`src/hdl/hls_pkg.sv`:
```
`default_nettype none
// ----------------------------------------------------------------------------
// hls_pkg
// Shared types, codes and sizes for the host lease supervisor.
// ----------------------------------------------------------------------------
package hls_pkg;

  // default sizes
  localparam int CLIENT_ID_BITS_DEF = 16;
  localparam int TIME_BITS_DEF      = 20;
  localparam int PERIOD_BITS        = 16;
  localparam int OP_BITS            = 3;
  localparam int QUEUE_DEPTH        = 2;

  // configuration register indexes
  localparam int CFG_INDEX_BITS = 3;
  localparam logic [CFG_INDEX_BITS-1:0] REG_INVALID_ID   = 3'd0;
  localparam logic [CFG_INDEX_BITS-1:0] REG_STARTUP_GRACE = 3'd1;
  localparam logic [CFG_INDEX_BITS-1:0] REG_LEASE_TIMEOUT = 3'd2;
  localparam logic [CFG_INDEX_BITS-1:0] REG_CHECK_PERIOD  = 3'd3;
  localparam logic [CFG_INDEX_BITS-1:0] REG_ADMISSION     = 3'd4;

  // configuration reset values
  localparam logic [31:0] INVALID_ID_RST    = 32'd65535;
  localparam logic [31:0] STARTUP_GRACE_RST = 32'd5000;
  localparam logic [31:0] LEASE_TIMEOUT_RST = 32'd3000;
  localparam logic [PERIOD_BITS-1:0] CHECK_PERIOD_RST = 16'd1000;

  // event opcodes
  localparam logic [OP_BITS-1:0] OP_ACCEPT     = 3'd0;
  localparam logic [OP_BITS-1:0] OP_READY      = 3'd1;
  localparam logic [OP_BITS-1:0] OP_HEARTBEAT  = 3'd2;
  localparam logic [OP_BITS-1:0] OP_DISCONNECT = 3'd3;
  localparam logic [OP_BITS-1:0] OP_RUN        = 3'd4;
  localparam logic [OP_BITS-1:0] OP_STOP       = 3'd5;
  localparam logic [OP_BITS-1:0] OP_TICK       = 3'd6;

  // phase codes
  localparam logic [1:0] PH_START = 2'd0;
  localparam logic [1:0] PH_RUN   = 2'd1;
  localparam logic [1:0] PH_STOP  = 2'd2;

  // error codes
  localparam logic [1:0] ERR_NONE      = 2'd0;
  localparam logic [1:0] ERR_READY     = 2'd1;
  localparam logic [1:0] ERR_HEARTBEAT = 2'd2;

  // classified event, one flag per kind; all clear means no-op
  typedef struct packed {
    logic accept;
    logic ready;
    logic heartbeat;
    logic disconnect;
    logic run;
    logic stop;
    logic tick;
    logic id_invalid;
  } cmd_flags_t;

  // per-event result status
  typedef struct packed {
    logic       op_ok;
    logic [1:0] error_code;
    logic       broker_register;
    logic       broker_disconnect;
    logic       send_stopping;
    logic       terminal_fire;
    logic [1:0] phase_now;
    logic       fatal_flag;
    logic       can_admit;
  } res_flags_t;

endpackage
`default_nettype wire

```
`src/hdl/hls_front.sv`:
```
`default_nettype none
// ----------------------------------------------------------------------------
// hls_front
// Takes input beats and classifies each event for the command queue.
// ----------------------------------------------------------------------------
module hls_front #(
  parameter int CLIENT_ID_BITS = hls_pkg::CLIENT_ID_BITS_DEF
) (
  input  wire logic                          s_tvalid,
  output logic                               s_tready,
  input  wire logic [hls_pkg::OP_BITS-1:0]   op,
  input  wire logic [CLIENT_ID_BITS-1:0]     client_id,
  input  wire logic [CLIENT_ID_BITS-1:0]     invalid_id,
  input  wire logic                          q_ready,
  output logic                               push,
  output hls_pkg::cmd_flags_t                flags,
  output logic [CLIENT_ID_BITS-1:0]          cid
);
  import hls_pkg::*;

  // beat moves straight into the queue when it has room
  assign s_tready = q_ready;
  assign push     = s_tvalid & q_ready;
  assign cid      = client_id;

  // opcode decode
  always_comb begin
    flags = '0;
    flags.id_invalid = (client_id == invalid_id);
    case (op)
      OP_ACCEPT:     flags.accept     = 1'b1;
      OP_READY:      flags.ready      = 1'b1;
      OP_HEARTBEAT:  flags.heartbeat  = 1'b1;
      OP_DISCONNECT: flags.disconnect = 1'b1;
      OP_RUN:        flags.run        = 1'b1;
      OP_STOP:       flags.stop       = 1'b1;
      OP_TICK:       flags.tick       = 1'b1;
      default:       flags.id_invalid = flags.id_invalid;
    endcase
  end

endmodule
`default_nettype wire

```
`src/hdl/hls_queue.sv`:
```
`default_nettype none
// ----------------------------------------------------------------------------
// hls_queue
// Short command queue between the classify front and the execute back.
// ----------------------------------------------------------------------------
module hls_queue #(
  parameter int DATA_W = 8
) (
  input  wire logic              clk,
  input  wire logic              rst,
  input  wire logic              push,
  input  wire logic [DATA_W-1:0] push_data,
  output logic                   push_ready,
  input  wire logic              pop,
  output logic                   pop_valid,
  output logic [DATA_W-1:0]      pop_data
);
  import hls_pkg::*;

  localparam int PTR_W = (QUEUE_DEPTH > 1) ? $clog2(QUEUE_DEPTH) : 1;
  localparam int CNT_W = $clog2(QUEUE_DEPTH + 1);
  localparam logic [PTR_W-1:0] LAST_PTR = PTR_W'(QUEUE_DEPTH - 1);
  localparam logic [CNT_W-1:0] FULL_CNT = CNT_W'(QUEUE_DEPTH);

  logic [DATA_W-1:0] entries [QUEUE_DEPTH];
  logic [PTR_W-1:0]  wr_ptr;
  logic [PTR_W-1:0]  rd_ptr;
  logic [CNT_W-1:0]  count;
  logic              do_push;
  logic              do_pop;

  assign push_ready = (count != FULL_CNT);
  assign pop_valid  = (count != '0);
  assign pop_data   = entries[rd_ptr];
  assign do_push    = push & push_ready;
  assign do_pop     = pop & pop_valid;

  // entry storage
  always_ff @(posedge clk) begin
    if (do_push) begin
      entries[wr_ptr] <= push_data;
    end
  end

  // pointers and fill count
  always_ff @(posedge clk) begin
    if (rst) begin
      wr_ptr <= '0;
      rd_ptr <= '0;
      count  <= '0;
    end else begin
      if (do_push) begin
        wr_ptr <= (wr_ptr == LAST_PTR) ? '0 : wr_ptr + PTR_W'(1);
      end
      if (do_pop) begin
        rd_ptr <= (rd_ptr == LAST_PTR) ? '0 : rd_ptr + PTR_W'(1);
      end
      if (do_push && !do_pop) begin
        count <= count + CNT_W'(1);
      end else if (do_pop && !do_push) begin
        count <= count - CNT_W'(1);
      end
    end
  end

endmodule
`default_nettype wire

```
`src/hdl/hls_exec.sv`:
```
`default_nettype none
// ----------------------------------------------------------------------------
// hls_exec
// Lease state machine: applies one queued event per cycle while the result
// register is free or draining, and registers its result beat.
// ----------------------------------------------------------------------------
module hls_exec #(
  parameter int CLIENT_ID_BITS = hls_pkg::CLIENT_ID_BITS_DEF,
  parameter int TIME_BITS      = hls_pkg::TIME_BITS_DEF
) (
  input  wire logic                               clk,
  input  wire logic                               rst,
  // queue side
  input  wire logic                               q_valid,
  input  wire hls_pkg::cmd_flags_t                q_flags,
  input  wire logic [CLIENT_ID_BITS-1:0]          q_cid,
  output logic                                    q_pop,
  // configuration
  input  wire logic [CLIENT_ID_BITS-1:0]          invalid_id,
  input  wire logic [TIME_BITS-1:0]               startup_grace,
  input  wire logic [TIME_BITS-1:0]               lease_timeout,
  input  wire logic [hls_pkg::PERIOD_BITS-1:0]    check_period,
  input  wire logic                               admission_enable,
  // result side
  output logic                                    res_valid,
  input  wire logic                               res_ready,
  output hls_pkg::res_flags_t                     res_flags,
  output logic [CLIENT_ID_BITS-1:0]               res_target,
  output logic [CLIENT_ID_BITS-1:0]               res_host,
  output logic                                    fatal_taken
);
  import hls_pkg::*;

  // lease state
  logic [1:0]                phase;
  logic [CLIENT_ID_BITS-1:0] host;
  logic                      ever_accepted;
  logic                      broker_claimed;
  logic                      lease_active;
  logic [TIME_BITS-1:0]      lease_left;
  logic [PERIOD_BITS-1:0]    period_count;
  logic                      fatal_claimed;

  logic [1:0]                phase_next;
  logic [CLIENT_ID_BITS-1:0] host_next;
  logic                      ever_accepted_next;
  logic                      broker_claimed_next;
  logic                      lease_active_next;
  logic [TIME_BITS-1:0]      lease_left_next;
  logic [PERIOD_BITS-1:0]    period_count_next;
  logic                      fatal_claimed_next;
  logic                      fatal_taken_next;

  res_flags_t                flags_next;
  logic [CLIENT_ID_BITS-1:0] target_next;
  logic [PERIOD_BITS-1:0]    tick_count;
  logic                      do_check;

  // take an event whenever the result register is free or draining
  assign q_pop = q_valid & (~res_valid | res_ready);

  // event update
  always_comb begin
    phase_next          = phase;
    host_next           = host;
    ever_accepted_next  = ever_accepted;
    broker_claimed_next = broker_claimed;
    lease_active_next   = lease_active;
    lease_left_next     = lease_left;
    period_count_next   = period_count;
    fatal_claimed_next  = fatal_claimed;
    fatal_taken_next    = fatal_taken;
    flags_next          = '0;
    target_next         = '0;
    do_check            = 1'b0;
    tick_count          = period_count + PERIOD_BITS'(1);

    if (q_flags.accept) begin
      if (admission_enable && phase == PH_START && !ever_accepted &&
          !fatal_claimed && !q_flags.id_invalid) begin
        host_next          = q_cid;
        ever_accepted_next = 1'b1;
        lease_active_next  = 1'b1;
        lease_left_next    = startup_grace;
        flags_next.op_ok   = 1'b1;
        do_check           = 1'b1;
      end
    end else if (q_flags.ready) begin
      if (host == q_cid && !broker_claimed) begin
        broker_claimed_next        = 1'b1;
        flags_next.broker_register = 1'b1;
        target_next                = q_cid;
      end else begin
        flags_next.error_code = ERR_READY;
      end
    end else if (q_flags.heartbeat) begin
      if (host != q_cid) begin
        flags_next.error_code = ERR_HEARTBEAT;
      end else if (lease_active) begin
        lease_left_next = lease_timeout;
      end
    end else if (q_flags.disconnect) begin
      if (host == q_cid) begin
        host_next         = invalid_id;
        lease_active_next = 1'b0;
        if (broker_claimed) begin
          flags_next.broker_disconnect = 1'b1;
          target_next                  = q_cid;
        end
        if (phase != PH_STOP && !fatal_claimed) begin
          fatal_claimed_next = 1'b1;
          do_check           = 1'b1;
        end
      end
    end else if (q_flags.run) begin
      if (phase == PH_START && !fatal_claimed && host != invalid_id) begin
        phase_next       = PH_RUN;
        flags_next.op_ok = 1'b1;
      end
    end else if (q_flags.stop) begin
      if (phase != PH_STOP && !fatal_claimed) begin
        phase_next        = PH_STOP;
        lease_active_next = 1'b0;
        if (host != invalid_id) begin
          flags_next.send_stopping = 1'b1;
          target_next              = host;
        end
      end
    end else if (q_flags.tick) begin
      if (lease_active && lease_left != '0) begin
        lease_left_next = lease_left - TIME_BITS'(1);
      end
      if (tick_count >= check_period || tick_count == '0) begin
        do_check = 1'b1;
      end else begin
        period_count_next = tick_count;
      end
    end

    // lease check: expiry drops the host, fatal report goes out once
    if (do_check) begin
      period_count_next = '0;
      if (lease_active_next && lease_left_next == '0) begin
        host_next         = invalid_id;
        lease_active_next = 1'b0;
        if (phase_next != PH_STOP) begin
          fatal_claimed_next = 1'b1;
        end
      end
      if (fatal_claimed_next && !fatal_taken) begin
        fatal_taken_next         = 1'b1;
        flags_next.terminal_fire = 1'b1;
      end
    end

    flags_next.phase_now  = phase_next;
    flags_next.fatal_flag = fatal_claimed_next;
    flags_next.can_admit  = (phase_next == PH_RUN) && !fatal_claimed_next;
  end

  // state registers
  always_ff @(posedge clk) begin
    if (rst) begin
      phase          <= PH_START;
      host           <= CLIENT_ID_BITS'(INVALID_ID_RST);
      ever_accepted  <= 1'b0;
      broker_claimed <= 1'b0;
      lease_active   <= 1'b0;
      lease_left     <= '0;
      period_count   <= '0;
      fatal_claimed  <= 1'b0;
      fatal_taken    <= 1'b0;
    end else if (q_pop) begin
      phase          <= phase_next;
      host           <= host_next;
      ever_accepted  <= ever_accepted_next;
      broker_claimed <= broker_claimed_next;
      lease_active   <= lease_active_next;
      lease_left     <= lease_left_next;
      period_count   <= period_count_next;
      fatal_claimed  <= fatal_claimed_next;
      fatal_taken    <= fatal_taken_next;
    end
  end

  // result beat register
  always_ff @(posedge clk) begin
    if (rst) begin
      res_valid <= 1'b0;
    end else if (q_pop) begin
      res_valid <= 1'b1;
    end else if (res_ready) begin
      res_valid <= 1'b0;
    end
  end

  always_ff @(posedge clk) begin
    if (q_pop) begin
      res_flags  <= flags_next;
      res_target <= target_next;
      res_host   <= host_next;
    end
  end

endmodule
`default_nettype wire

```
`src/hdl/host_lease_supervisor_top.sv`:
```
`default_nettype none
// ----------------------------------------------------------------------------
// host_lease_supervisor_top
// Lease supervisor for one remote host: classify front, command queue,
// execute back and configuration registers.
// ----------------------------------------------------------------------------
// The block takes one event beat per clock while the queue has room and
// returns exactly one result beat per event, in order. An event is
// classified on entry, waits in a two-entry queue and is applied by the
// execute stage at one event per cycle while the result register is free
// or draining. The event is registered in the queue and its result in an
// output register, so input beats keep flowing into the queue while a
// result waits, until its two entries are full. The op code travels on
// s_tuser and the client id on s_tdata. Configuration writes land at once
// and must only be issued while no event is in flight.
// ----------------------------------------------------------------------------
module host_lease_supervisor_top #(
  parameter int CLIENT_ID_BITS = hls_pkg::CLIENT_ID_BITS_DEF,
  parameter int TIME_BITS      = hls_pkg::TIME_BITS_DEF,
  localparam int IN_W  = ((CLIENT_ID_BITS + 7) / 8) * 8,
  localparam int RES_W = 11 + 2 * CLIENT_ID_BITS,
  localparam int OUT_W = ((RES_W + 7) / 8) * 8,
  localparam int CFG_W0 = (CLIENT_ID_BITS > TIME_BITS) ? CLIENT_ID_BITS : TIME_BITS,
  localparam int CFG_W = (CFG_W0 > hls_pkg::PERIOD_BITS) ? CFG_W0 : hls_pkg::PERIOD_BITS
) (
  input  wire logic                              clk,
  input  wire logic                              rst,
  // event stream
  input  wire logic                              s_tvalid,
  output logic                                   s_tready,
  input  wire logic [IN_W-1:0]                   s_tdata,  // client_id
  input  wire logic [hls_pkg::OP_BITS-1:0]       s_tuser,  // op
  // result stream
  output logic                                   m_tvalid,
  input  wire logic                              m_tready,
  // op_ok, error_code, broker_register, broker_disconnect, send_stopping,
  // target_client, terminal_fire, phase_now, fatal_flag, can_admit,
  // current_host, zero fill
  output logic [OUT_W-1:0]                       m_tdata,
  // configuration write port
  input  wire logic                              cfg_we,
  input  wire logic [hls_pkg::CFG_INDEX_BITS-1:0] cfg_index,
  input  wire logic [CFG_W-1:0]                  cfg_wdata
);
  import hls_pkg::*;

  localparam int Q_W = $bits(cmd_flags_t) + CLIENT_ID_BITS;

  // configuration registers
  logic [CLIENT_ID_BITS-1:0] invalid_id;
  logic [TIME_BITS-1:0]      startup_grace;
  logic [TIME_BITS-1:0]      lease_timeout;
  logic [PERIOD_BITS-1:0]    check_period;
  logic                      admission_enable;

  logic                      q_ready;
  logic                      push;
  cmd_flags_t                front_flags;
  logic [CLIENT_ID_BITS-1:0] front_cid;
  logic                      q_valid;
  logic                      q_pop;
  logic [Q_W-1:0]            q_data;
  res_flags_t                res_flags;
  logic [CLIENT_ID_BITS-1:0] res_target;
  logic [CLIENT_ID_BITS-1:0] res_host;
  logic                      fatal_taken;

  // register writes
  always_ff @(posedge clk) begin
    if (rst) begin
      invalid_id       <= CLIENT_ID_BITS'(INVALID_ID_RST);
      startup_grace    <= TIME_BITS'(STARTUP_GRACE_RST);
      lease_timeout    <= TIME_BITS'(LEASE_TIMEOUT_RST);
      check_period     <= CHECK_PERIOD_RST;
      admission_enable <= 1'b0;
    end else if (cfg_we) begin
      case (cfg_index)
        REG_INVALID_ID:    invalid_id       <= cfg_wdata[CLIENT_ID_BITS-1:0];
        REG_STARTUP_GRACE: startup_grace    <= cfg_wdata[TIME_BITS-1:0];
        REG_LEASE_TIMEOUT: lease_timeout    <= cfg_wdata[TIME_BITS-1:0];
        REG_CHECK_PERIOD:  check_period     <= cfg_wdata[PERIOD_BITS-1:0];
        REG_ADMISSION:     admission_enable <= cfg_wdata[0];
        default:           admission_enable <= admission_enable;
      endcase
    end
  end

  // classify front
  hls_front #(
    .CLIENT_ID_BITS (CLIENT_ID_BITS)
  ) u_front (
    .s_tvalid   (s_tvalid),
    .s_tready   (s_tready),
    .op         (s_tuser),
    .client_id  (s_tdata[CLIENT_ID_BITS-1:0]),
    .invalid_id (invalid_id),
    .q_ready    (q_ready),
    .push       (push),
    .flags      (front_flags),
    .cid        (front_cid)
  );

  // command queue
  hls_queue #(
    .DATA_W (Q_W)
  ) u_queue (
    .clk        (clk),
    .rst        (rst),
    .push       (push),
    .push_data  ({front_cid, front_flags}),
    .push_ready (q_ready),
    .pop        (q_pop),
    .pop_valid  (q_valid),
    .pop_data   (q_data)
  );

  // execute back
  hls_exec #(
    .CLIENT_ID_BITS (CLIENT_ID_BITS),
    .TIME_BITS      (TIME_BITS)
  ) u_exec (
    .clk              (clk),
    .rst              (rst),
    .q_valid          (q_valid),
    .q_flags          (cmd_flags_t'(q_data[$bits(cmd_flags_t)-1:0])),
    .q_cid            (q_data[Q_W-1:$bits(cmd_flags_t)]),
    .q_pop            (q_pop),
    .invalid_id       (invalid_id),
    .startup_grace    (startup_grace),
    .lease_timeout    (lease_timeout),
    .check_period     (check_period),
    .admission_enable (admission_enable),
    .res_valid        (m_tvalid),
    .res_ready        (m_tready),
    .res_flags        (res_flags),
    .res_target       (res_target),
    .res_host         (res_host),
    .fatal_taken      (fatal_taken)
  );

  // result beat packing, lowest field first
  assign m_tdata = {
    {(OUT_W - RES_W){1'b0}},
    res_host,
    res_flags.can_admit,
    res_flags.fatal_flag,
    res_flags.phase_now,
    res_flags.terminal_fire,
    res_target,
    res_flags.send_stopping,
    res_flags.broker_disconnect,
    res_flags.broker_register,
    res_flags.error_code,
    res_flags.op_ok
  };

`ifndef NO_ASSERTIONS
  // a taken event is always held somewhere on the next cycle
  a_event_held: assert property (@(posedge clk) disable iff (rst)
    (s_tvalid && s_tready) |=> (q_valid || m_tvalid))
    else $error("accepted event vanished");

  // a fatal report in the result register means it was marked as delivered
  a_fire_marked: assert property (@(posedge clk) disable iff (rst)
    (m_tvalid && res_flags.terminal_fire) |-> fatal_taken)
    else $error("fatal report without delivered mark");

  // the delivered mark never clears
  a_fire_sticky: assert property (@(posedge clk) disable iff (rst)
    fatal_taken |=> fatal_taken)
    else $error("fatal delivered mark cleared");

  // a fatal report is never shown without the fatal claim
  a_fire_claim: assert property (@(posedge clk) disable iff (rst)
    (m_tvalid && res_flags.terminal_fire) |-> res_flags.fatal_flag)
    else $error("fatal report without fatal claim");
`endif

endmodule
`default_nettype wire

```
`config.mk`:
```
export PLATFORM = sky130hd
export DESIGN_NAME = host_lease_supervisor_top
export DESIGN_NICKNAME = d
export VERILOG_FILES = /design/src/hdl/hls_pkg.sv /design/src/hdl/hls_front.sv /design/src/hdl/hls_queue.sv /design/src/hdl/hls_exec.sv /design/src/hdl/host_lease_supervisor_top.sv
export SDC_FILE = /design/constraint.sdc
export NUM_CORES = 1
export LEC_CHECK = 0
export BUFFER_PORTS_ARGS = -buffer_cell sky130_fd_sc_hd__buf_2
export CAP_MARGIN = 40
export CORE_MARGIN = 2
export CORE_UTILIZATION = 30
export DETAILED_ROUTE_END_ITERATION = 8
export HOLD_SLACK_MARGIN = 0.08
export PLACE_DENSITY = 0.5
export SETUP_SLACK_MARGIN = 0.2
export SLEW_MARGIN = 20
export SYNTH_ARGS = -nofsm -noshare
export SYNTH_HDL_FRONTEND = slang
export SYNTH_SLANG_ARGS = --single-unit
```
`constraint.sdc`:
```
create_clock -name clk -period 6 [get_ports clk]
set_input_delay 0.3 -clock clk [delete_from_list [all_inputs] [get_ports clk]]
set_output_delay 0.3 -clock clk [all_outputs]
set_load 0.005 [all_outputs]
```
==> results.yml <==
run_status:
  status: "finished clean"
routing:
  postRouteAntennaNets: 0
  post_drt_wl_per_cell_um: 21.0
  via_per_inst: 5.29
  drt-pass1-iter-count: 6
  detail_route.iter0.violations: 1058
  dr_total_vias: 10400
  route.detailed.drc: 0
  wl_mm: 41.2
timing:
  setup_slack_ps: 1240
  finalHoldViolCount: 0
  fin_crit_sh: 0.793
  fin_setup_tns_ps: 0
  max_clock_freq_mhz: 210
  finClkSkew_ps: 13.8
  drv_slew: 0
  min_period_ps: 4760
  slew_headroom: 0.501
  rsz0062_at_grt: "false"
  final-setup-viol-count: 0
  tightest_slew_ps: 746
cts:
  htree_levels: 1
  ctsLongestPathBuffers: 3
  cts_tree: "yes"
  clkTransAtPathRegs_ps: 60
  numCtsBuffers: 26
  clock_latency_ps: 560
  root_buffer: "clkbuf_16"
  clock_sinks: 229
  cts_setup_buffers: 0
place:
  placed_cell_area_um2: 13100
  port_buffers: 91
  place_worst_setup_slack_ps: 1250
  hpwl_mm: 30.5
  dpl.cell_count: 1878
  gp_congestion: 0.930
logic_synthesis:
  synthArstFlopShare: 0
  ys_seq_elements: 229
  yosys.area.top_type_share: 0.229
  synthTopCellsByArea: "dfxtp_1 23%, edfxtp_1 23%, nand2_1 6.7%"
  avgSynthCellArea_um2: 9.19
  yosys.area.top_type: "dfxtp_1"
  yosys_warnings: 0
  synth_edf_count: 91
  ys_seq_area_frac: 0.456
  yosysUniqueCellTypes: 88
  synth_ff_type: "dfxtp_1"
  syn_area_um2: 12100
  syn_inst: 1312
run:
  drv_cap: 0
min_path:
  hold_path_depth: 3
  hp-class: "input pin to flop"
cells_and_area:
  antenna_cells: 0
  fin_area_um2: 14200
  fin_nets: 1483
  area_growth_pct: 17.9
  final_cells: 1960
  drive_above_1_share: 0.151
critical_path:
  crit_path_start_kind: "flop"
  cp.required_ps: 6470
  crit_path_end_kind: "flop"
  cp_max_fo: 10
  crit_arrival_ps: 5230
  critical_path_class: "flop to flop"
  ff2ff_path_depth: 15
pwr:
  power_frac_clock: 0.256
  leakage_nw: 5.27
  internal_power_w: 0.00361
  swShare: 0.384
  ir_drop_uv: 301
  net-switching-power_w: 0.00225
  p_comb_frac: 0.350
  seqPwrFrac: 0.394
  powerDensity_nw_per_um2: 412
floorplanning:
  dieArea_um2: 41800
  fp.dieH_um: 204
  die_x_um: 204
  io_pins: 97
  start_util: 0.303
  row_count: 73
  design.core.area_um2: 39700
global_route:
  grt_pass1_wl_mm: 62.3
  track_usage: 0.196
  grt_pass1_vias: 9751
  grt_max_degree: 85
  antenna_found_initial: 0
  grt_overflow: 0
==> per-stage QoR <==
step	hold WS [ps]	total power [W]	util
2_1_floorplan	399	0.00361	-
3_3_place_gp	444	0.00431	0.327
3_5_place_dp	451	0.00434	0.329
4_1_cts	80.9	0.00587	0.357
5_1_grt	82.9	0.00617	0.358
6_report	83.6	0.00585	0.358
==> cells in the mapped netlist, drive strengths merged, types with 4 or more instances <==
cell and instances:
inv 29, dfxtp 138, nor4b 4, a41oi 4, nand3b 37, buf 23, or4 6, nand2b 12
edfxtp 91, a211oi 19, clkbuf 60, nor4 21, xnor2 62, and2 5, mux2 8, nand2 217
a22oi 11, o311ai 4, and3 4, a21bo 16, nor3 33, o31ai 10, and4 6, o21ai 40
ha 21, a21o 10, a2111oi 8, and3b 5, nand4 28, nor2 117, nand3 24, a31oi 7
mux2i 28, nor3b 10, or3 7, a22o 4, o2bb2ai 16, xor2 11, nor2b 4, a21oi 111
==> final cells by class <==
type / instances / area (um2)
Tap cell: 525 / 657
Fill cell: 4050 / 25500
Timing Repair Buffer: 154 / 1060
Clock buffer: 33 / 697
Multi-Input combinational cell: 974 / 6090
Sequential cell: 229 / 5500
Clock inverter: 15 / 97.6
Inverter: 30 / 114
==> sequential cells by signal, summed over array words and instances (netlist names), named ones only <==
signal / cells
admission_enable: 1
check_period: 16
invalid_id: 16
lease_timeout: 20
startup_grace: 20
u_exec.broker_claimed: 1
u_exec.ever_accepted: 1
u_exec.fatal_claimed: 1
u_exec.fatal_taken: 1
u_exec.host: 16
u_exec.lease_active: 1
u_exec.lease_left: 20
u_exec.period_count: 16
u_exec.phase: 2
u_exec.res_flags: 11
u_exec.res_host: 16
u_exec.res_target: 16
u_exec.res_valid: 1
u_queue.count: 2
u_queue.entries: 48
u_queue.rd_ptr: 1
u_queue.wr_ptr: 1
==> critical path: stages, from the launching register on <==
cell	delay, ps
dfxtp_1	500
and4_1	400
nand4_1	310
nor2_1	220
xor2_1	330
ha_1	320
nand4_1	110
nor2_1	60
a211oi_1	290
o2111ai_1	220
nand3_1	130
nand4b_1	410
and2_1	480
nor2_1	590
nand3b_1	150
a21oi_1	160
==> worst paths after layout <==
kind,start,end,slack (ps)
max,u_exec.period_count[2],u_exec.period_count[5],1240
max reg2reg,u_exec.period_count[2],u_exec.period_count[5],1240
min,cfg_wdata[13],check_period[13],80
min reg2reg,check_period[13],check_period[13],460
==> layout by cell type (no fill, tap or decap), types with 7 or more instances in the layout <==
cell type      synthesis  layout
buf_4                  9      23
nor3b_1               10      10
ha_1                  21      21
clkbuf_16              0      26
nor3_1                32      32
xor2_1                11      11
a31oi_1                7       7
clkinv_2               0       9
buf_2                  6      91
o31ai_1                8       8
a211oi_1              18      18
nor4_1                16      16
nand4_1               25      25
edfxtp_1              91      91
xnor2_1               62      62
nor2_1               117     116
inv_1                 28      28
nand3b_1              37      37
a21o_1                10      10
or3_1                  7       7
dlygate4sd3_1          0      32
o21ai_0               39      39
dfxtp_1              138     137
a21bo_1               10      10
o2bb2ai_2             10      10
nand2b_1              12      12
a21oi_1              111     111
mux2i_1               24      24
a22oi_1               10      10
nand3_1               23      23
nand2_1              216     216
==> repair_timing <==
action / in CTS / in global routing
hold endpoints to repair: 75 / 0
hold buffers: 32 / 0
gates resized for setup: 0 / 0
==> cell families after synthesis <==
logic type               Yosys count  synth area share
AO/OA/AOI/OAI                    291             0.169
XOR/XNOR                          73            0.0530
adder cells (fa/ha/maj)           21            0.0218
buffers and inverters            113            0.0412
flip-flops                       229             0.456
multiplexers                      36            0.0333
other                              1          0.000311
AND/OR/NAND/NOR                  548             0.225
==> per-layer routing <==
layer | vias up | global-route usage | share of wire
met3 | 53 | 0.0297 | 0.071
met5 | - | 0 | 0
met2 | 388 | 0.297 | 0.43
met1 | 4994 | 0.293 | 0.48
li1 | 4940 | - | -
met4 | 0 | 0.0440 | 0.018
==> power by group through the flow <==
stage	logic, W	registers, W	clock network [W]
floorplan	0.00141	0.00220	0
global placement	0.00194	0.00237	0
detailed placement	0.00201	0.00233	0
CTS	0.00203	0.00230	0.00154
global route	0.00223	0.00234	0.00161
finish	0.00205	0.00231	0.00150
No activity file was read; power rests on OpenSTA's default activity.
